`config.mk`:
```
export PLATFORM = sky130hd
export DESIGN_NAME = cmil_ram
export DESIGN_NICKNAME = d
export VERILOG_FILES = /design/src/hw/rtl/cmil_ram.sv
export SDC_FILE = /design/constraint.sdc
export NUM_CORES = 1
export LEC_CHECK = 0
export BUFFER_PORTS_ARGS = -buffer_cell sky130_fd_sc_hd__buf_2
export CAP_MARGIN = 20
export CORE_MARGIN = 5
export CORE_UTILIZATION = 40
export CTS_CLUSTER_SIZE = 24
export DETAILED_ROUTE_END_ITERATION = 10
export PLACE_DENSITY = 0.58
export RECOVER_POWER = 50
export SYNTH_ARGS = -nofsm -noshare
export SYNTH_HDL_FRONTEND = slang
export SYNTH_SLANG_ARGS = --single-unit
export TNS_END_PERCENT = 100
```
`constraint.sdc`:
```
create_clock -name clk -period 3.05 [get_ports clk]
set_input_delay 0.305 -clock clk [delete_from_list [all_inputs] [get_ports clk]]
set_output_delay 0.305 -clock clk [all_outputs]
set_load 0.05 [all_outputs]
```
`src/hw/rtl/cmil_ram.sv`:
```
`default_nettype none

module cmil_ram #(
  parameter int DATA_W = 16,
  parameter int DEPTH  = 65,
  parameter int ADDR_W = $clog2(DEPTH)
) (
  input  wire logic              clk,
  input  wire logic              wr_en,
  input  wire logic [ADDR_W-1:0] wr_addr,
  input  wire logic [DATA_W-1:0] wr_data,
  input  wire logic              rd_en,
  input  wire logic [ADDR_W-1:0] rd_addr_a,
  input  wire logic [ADDR_W-1:0] rd_addr_b,
  output logic      [DATA_W-1:0] rd_data_a,
  output logic      [DATA_W-1:0] rd_data_b
);

  logic [DATA_W-1:0] mem [DEPTH];

  always_ff @(posedge clk) begin
    if (wr_en) begin
      mem[wr_addr] <= wr_data;
    end
  end

  always_ff @(posedge clk) begin
    if (rd_en) begin
      rd_data_a <= mem[rd_addr_a];
      rd_data_b <= mem[rd_addr_b];
    end
  end

endmodule

`default_nettype wire

```
==> run summary <==
status - finished with violations
failing checks - capacitance limit, slew limit
Cell Rows - 129
Skew-Pair Late Insertion Delay - 0.70 ns
hold path startpoint - wr_data[4]
critical path's most frequent cell - sky130_fd_sc_hd__clkbuf_1
starting DRC count in detailed routing - 4204
global router's overall resource usage - 0.241
first-pass GRT wire length - 228000 um
warning count from the yosys run - 0
relative area change from synthesis to final layout - 14.7%
Leakage Power - 0.0190 uW
smallest setup slack after layout - 0.319 ns
Worst path slowest cell - sky130_fd_sc_hd__clkbuf_1
total negative setup slack - 0 ns
CP Max Fanout - 43
final core occ - 0.463
maximum ir drop on the vdd rail - 0.447 mV
number of buffer and inverter instances along the worst setup path - 3
final net count - 3170
family with the most delay on the worst path - buffers and inverters
fraction of layout cells with a size suffix above 1 - 0.284
Worst Skew - 0.0352 ns
primary flip-flop cell chosen by synthesis mapping - sky130_fd_sc_hd__edfxtp_1
number of synthesized flops with an enable pin - 1072
synthesized netlist cell count - 2905
number of max-cap violations - 17
pin count of the biggest net entering global routing - 66
crit path capture type - register
Final HPWL DP - 104000 um
top-level port count - 72
CTS Buf Count - 107
shortest clock period the worst path allows after layout - 2.73 ns
areal power density over the cells - 567 nW/um2
post-route ant nets - 0
clock sinks - 1072
area of the core region - 124000 um2
clock tree from TritonCTS - done
arrival time of the worst setup path - 3.12 ns
Tcrit/Tclk final - 0.896
count of input and output buffers - 71
syn nets - 2945
setup violation total in the final timing report - 0
post-CTS setup buffers - 0
Post-Synthesis Cell Area - 49900 um2
final instance area - 57300 um2
Chip Width - 363 um
post-placement worst setup slack - -0.239 ns
number of vias after detailed routing - 30571
actual transition at the worst max-transition pin - 2.53 ns
RSZ-0062 raised after global routing - no
grt total ovfl - 0
initial standard-cell utilization of the core - 0.403
worst r2r src - mem[13][4]
library cell with the largest summed area after synthesis - sky130_fd_sc_hd__edfxtp_1
highest achievable clock rate - 366 MHz
data required time of the worst path - 3.44 ns
hold violation count in the final report - 0
number of antenna violations at the first check in global routing - 13
final routed wire length divided by cell count - 33.3 um
Detailed Routing Iterations Pass 1 - 5
fin. max-slew vios - 638
final WL - 162000 um
post-synthesis average cell area - 17.2 um2
top cell type's share of synthesized area - 0.645
clock-pin transition on the worst setup and hold timing paths - 0.06 ns
vias in the first global route - 30560
type of the most critical hold path - in2reg
Max stage delay on crit path - 1.73 ns
count of cells resized by post-cts repair - 0
total power - 32500 uW
class of the most critical setup path - in2reg
maximum count of clock buffers along a single path - 3
hold-fix buffers at CTS - 0
gpl congestion - 0.893
chip height - 363 um
Root Driver - sky130_fd_sc_hd__clkbuf_16
ordered list of cells on the worst path - clkbuf_1 -> clkbuf_1 -> clkbuf_1
Worst slew margin - -0.689
Yosys reg bits - 1072
# DRC - 0
fraction of the yosys area taken by sequential cells - 0.645
Die Footprint - 132000 um2
Critical Path Start Type - primary input
most common cell after layout, fill and taps aside - sky130_fd_sc_hd__edfxtp_1
origin of the worst setup path - wr_data[4]
Cell variety after synth - 42
number of H-tree branching levels - 3
most used cells in the layout excluding fill and tap cells - sky130_fd_sc_hd__edfxtp_1 (1072), sky130_fd_sc_hd__mux2i_1 (336), sky130_fd_sc_hd__mux4_2 (253), sky130_fd_sc_hd__buf_4 (203), sky130_fd_sc_hd__mux2_2 (144)
leading cell types by total area after synthesis - sky130_fd_sc_hd__edfxtp_1 (64%), sky130_fd_sc_hd__mux4_2 (11%), sky130_fd_sc_hd__mux2i_1 (6.7%)
Placed Area - 53900 um2
detail-routed via count per cell - 6.29
asr flop ratio synth - 0
==> layout make-up <==
| cell class | count | area [um2] |
|---|---|---|
| well taps | 1637 | 2050 |
| repair buffers | 342 | 2850 |
| diodes | 5 | 12.5 |
| clock inverters | 70 | 677 |
| multi-input cells | 1606 | 16700 |
| fillers | 10389 | 66500 |
| clock buffers | 131 | 2790 |
| inverters | 1 | 3.75 |
| flip-flops and latches | 1072 | 32200 |
==> power by group <==
group,total [uW],internal [uW],switching [uW]
clock,13100,7520,5620
sequential,16400,16300,83.5
combinational,2900,1050,1850
==> cells in the mapped netlist, drive strengths merged, types with 64 or more instances <==
cell type  instances
edfxtp          1072
mux2i            336
mux4             288
mux2             144
buf              137
nor2             136
o22ai            129
clkbuf            89
a21oi             81
nand2             75
a22oi             65
o21ai             64
==> cells by family after synthesis <==
kind of cell           after synthesis  synth area share
buffers and inverters              227            0.0241
and+or+nand+nor                    341            0.0327
AOI/OAI and AO/OA                  497            0.0662
muxes                              768             0.232
DFF                               1072             0.645
==> worst register-to-register path: cells and delay by family (launching register included) <==
family | cells | cell delay, ns
AND/OR/NAND/NOR | 1 | 0.14
flip-flops | 1 | 0.39
multiplexers | 1 | 0.49
AO/OA/AOI/OAI | 4 | 1.24
==> sequential cells by signal (all words and copies together), names as in the netlist <==
| register | cells |
|---|---|
| rd_data_a | 16 |
| rd_data_b | 16 |
| mem | 1040 |
==> metrics by stage <==
step                      instances  hold WS [ns]
after floorplan                2905         0.404
after global placement         4653         0.721
after detailed placement       4654         0.710
after CTS                      4855         0.109
after global routing           4860         0.202
final                          4864         0.183
==> final timing paths <==
check	endpoint	slack, ns	depth (start not counted)
hold / removal	mem[47][4]	0.18	1
hold reg to reg	rd_data_b[12]	0.74	2
setup reg to reg	rd_data_b[4]	0.45	6
setup / recovery	mem[16][4]	0.32	3
==> routing by layer <==
layer	GRT usage	wire length, um
met5	0	36
met2	0.378	74400
met1	0.333	65200
met4	0.0922	6920
met3	0.0526	15300
Power figures use the tool's default switching activity.
