[config.mk]
export PLATFORM = sky130hd
export DESIGN_NAME = cmil_interp
export DESIGN_NICKNAME = d
export VERILOG_FILES = /design/src/hw/rtl/cmil_pkg.sv /design/src/hw/rtl/cmil_interp.sv
export SDC_FILE = /design/constraint.sdc
export NUM_CORES = 1
export LEC_CHECK = 0
export BUFFER_PORTS_ARGS = -buffer_cell sky130_fd_sc_hd__buf_2
export CORE_ASPECT_RATIO = 1.4
export CORE_MARGIN = 3
export CORE_UTILIZATION = 40
export DETAILED_ROUTE_END_ITERATION = 7
export PLACE_DENSITY_LB_ADDON = 0.25
export SYNTH_ARGS = -nofsm -noshare
export SYNTH_HDL_FRONTEND = slang
export SYNTH_SLANG_ARGS = --single-unit
[constraint.sdc]
create_clock -name vclk -period 17.35
set_input_delay 5.205 -clock vclk [all_inputs]
set_output_delay 5.205 -clock vclk [all_outputs]
set_load 0.01 [all_outputs]
[src/hw/rtl/cmil_pkg.sv]
`default_nettype none

package cmil_pkg;

  // number of colour steps; each table holds one entry more
  localparam int COLOURS = 64;
  localparam int DEPTH   = COLOURS + 1;
  localparam int ADDR_W  = $clog2(DEPTH);
  // luma * COLOURS stays below 256 * COLOURS
  localparam int POS_W   = 8 + $clog2(COLOURS);

  localparam int ENTRY_W = 16;
  localparam int CHAN_W  = 8;
  localparam int FRAC_W  = 8;

  typedef enum logic {
    OP_PIXEL       = 1'b0,
    OP_TABLE_WRITE = 1'b1
  } op_t;

  typedef enum logic [1:0] {
    CH_RED   = 2'd0,
    CH_GREEN = 2'd1,
    CH_BLUE  = 2'd2,
    CH_NONE  = 2'd3
  } chan_t;

  // the two neighbouring entries and the fraction for one channel
  typedef struct packed {
    logic [ENTRY_W-1:0] e0;
    logic [ENTRY_W-1:0] e1;
    logic [FRAC_W-1:0]  fr;
  } interp_in_t;

endpackage

`default_nettype wire

[src/hw/rtl/cmil_interp.sv]
`default_nettype none

module cmil_interp (
  input  wire cmil_pkg::interp_in_t        in,
  output logic [cmil_pkg::CHAN_W-1:0]      chan
);

  import cmil_pkg::*;

  logic signed [ENTRY_W:0]         diff;
  logic signed [ENTRY_W+FRAC_W+1:0] prod;
  logic signed [ENTRY_W+FRAC_W+2:0] num;
  logic [ENTRY_W+FRAC_W+1-16:0]    whole;

  always_comb begin
    diff  = $signed({1'b0, in.e1}) - $signed({1'b0, in.e0});
    prod  = diff * $signed({1'b0, in.fr});
    num   = $signed({3'b000, in.e0, {FRAC_W{1'b0}}}) + (ENTRY_W+FRAC_W+3)'(prod);
    whole = num[ENTRY_W+FRAC_W+1:16];
    // value lies between the entries, so the negative arm is only a guard
    if (num[ENTRY_W+FRAC_W+2]) begin
      chan = '0;
    end else if (whole > (ENTRY_W+FRAC_W+2-16)'(255)) begin
      chan = '1;
    end else begin
      chan = whole[CHAN_W-1:0];
    end
  end

endmodule

`default_nettype wire
==> summary.md <==
| Metric | Value |
|---|---|
| Syn_area_per_cell | 8.731 um2 |
| Critical Path AT | 11.95 ns |
| HP Class | primary input to output pin |
| Initial DRT Pass Iterations | 4 |
| CP delay by family, top | adder cells |
| Synth cell types | 48 |
| Pre-CTS setup slack | -0.3103 ns |
| Synth area leader | fa_1 |
| Max cap viols | 0 |
| Slew headroom | 51.48% |
| HPWL Detailed | 12070 um |
| Worst setup margin | 0.1980 ns |
| Row Count | 52 |
| First-pass GRT wire length | 23710 um |
| Final slew viol count | 0 |
| Largest net degree at the start of global routing | 19 |
| Fin crit share | 98.86% |
| Seq_cells | 0 |
| Die H | 149.9 um |
| # nets final | 999 |
| Final Hold Viols | 0 |
| Final core occ | 48.04% |
| Routed Antenna Nets | 0 |
| DP Cell Count | 944 |
| Wirelength per Cell | 14.46 um |
| Largest cells by area after synthesis | fa_1 43%, ha_1 15%, inv_1 10%, and2_1 6.6%, nand2_1 4.7% |
| DRC viols | 0 |
| Ant diodes | 0 |
| Worst-margin pin slew | 0.7226 ns |
| Die X | 108.8 um |
| P&R area growth vs syn | 17.76% |
| Maximum clock rate | 58.30 MHz |
| Number of global-route vias before repair | 5139 |
| Cell count along the critical path | 33 |
| Yosys synthesis warning count | 0 |
| Placed cell area | 6655 um2 |
| Syn nets | 913 |
| GP Congestion | 0.8726 |
| Synth Cell Area | 5919 um2 |
| Critical path class | primary input to output pin |
| Clkbuf count | 0 |
| I/O pin count | 48 |
| Register area | 0 um2 |
| Post-Syn Instances | 678 |
| Vias per inst | 4.940 |
| Share of the synthesized area in the top cell type | 42.61% |
| Crit end category | output pin |
| GRT Total Usage | 17.97% |
| Slowest-stage cell, CP | fa_2 |
| Core ar. | 14510 um2 |
| WL final | 13750 um |
| Worst Hold Path Cells | 8 |
| CTS Hold Bufs | 0 |
| Die area | 16310 um2 |
| Initial Util | 40.80% |
| Top-count cell post-synth | inv_1 |
| Vias | 4698 |
| Crit path required time | 12.14 ns |
| Crit-path max cell delay | 0.62 ns |
| RSZ-0062 raised after global routing | yes |
| Filler cells | 1398 |
| Min Tclk post-route | 17.15 ns |
| Top cells by count, synth | 165 x inv_1, 126 x fa_1, 74 x nand2_1 |
| Status | complete, no violations |
| Most frequent CP cell | fa_1 |
| WP buf/inv | 9 |
| Seq/Total Area, Yosys | 0% |
| Startpoint Class | primary input |
| # setup viols final | 0 |
| Final Instance Area | 6970 um2 |
| CP Max Fanout | 8 |
| Layout Cells excl Fill | 951 |
| Port bufs | 48 |
| Number of DRC markers in iteration 0 | 135 |
| GRT overflow | 0 |
| Initial antenna violation count | 0 |
| Layout cells sized above 1 | 19.95% |
==> metal layers <==
| metal | global-route usage [%] | vias to the layer above | wire [um] |
|---|---|---|---|
| met2 | 35.15 | 87 | 7825 |
| met1 | 21.18 | 2339 | 5244 |
| met3 | 0.7769 | 27 | 310 |
| li1 | - | 2245 | - |
| met5 | 0 | - | 0 |
| met4 | 4.169 | 0 | 369 |
==> cell usage in the layout (no fill, tap or decap), types with 6 or more instances in the layout <==
cell,instances
a21o_1,6
a21oi_1,10
a21oi_2,6
and2_1,62
buf_2,47
buf_4,46
fa_1,121
ha_1,61
ha_4,7
inv_1,163
nand2_1,71
nand3_1,10
nor2_1,20
nor2b_1,8
nor3_1,7
o21a_1,15
xnor2_1,15
==> final timing paths <==
path / from / endpoint / slack, ns
setup / recovery: in[8] / chan[3] / 0.20
hold / removal: in[36] / chan[5] / 11.49
==> kinds of logic (layout without fill, tap and decap cells) <==
group,Yosys count,count (layout),share of synthesized area [%]
AND/OR/NAND/NOR,216,216,19.32
adder cells (fa/ha/maj),195,195,57.20
buffers and inverters,176,260,11.16
AO/OA/AOI/OAI,65,65,8.286
XOR/XNOR,24,24,3.551
multiplexers,2,2,0.4860
==> through the flow <==
step	setup TNS (ns)	hold WS (ns)
after floorplan	0	11.21
after global placement	-1.619	11.49
after detailed placement	-2.416	11.49
after CTS	0	11.50
after global routing	-0.8726	11.59
final	0	11.49
==> cell type report <==
| type | instances | area (um2) | share of cell area, % |
|---|---|---|---|
| inverter | 165 | 619.3 | 8.885 |
| multi-input combinational | 502 | 5512 | 79.07 |
| tap | 189 | 236.5 | 3.393 |
| timing repair buffer | 95 | 603.1 | 8.652 |
==> what timing repair did <==
item,4_1_cts,5_1_grt
endpoints found under the setup margin,8,8
hold endpoints to repair,0,0
pin swaps,2,27
resized for setup,10,42
buffers inserted,1,7
Power is left out: the tool's default activity adds up to more than one toggle a clock period on the data nets, which glitch-free logic cannot reach.
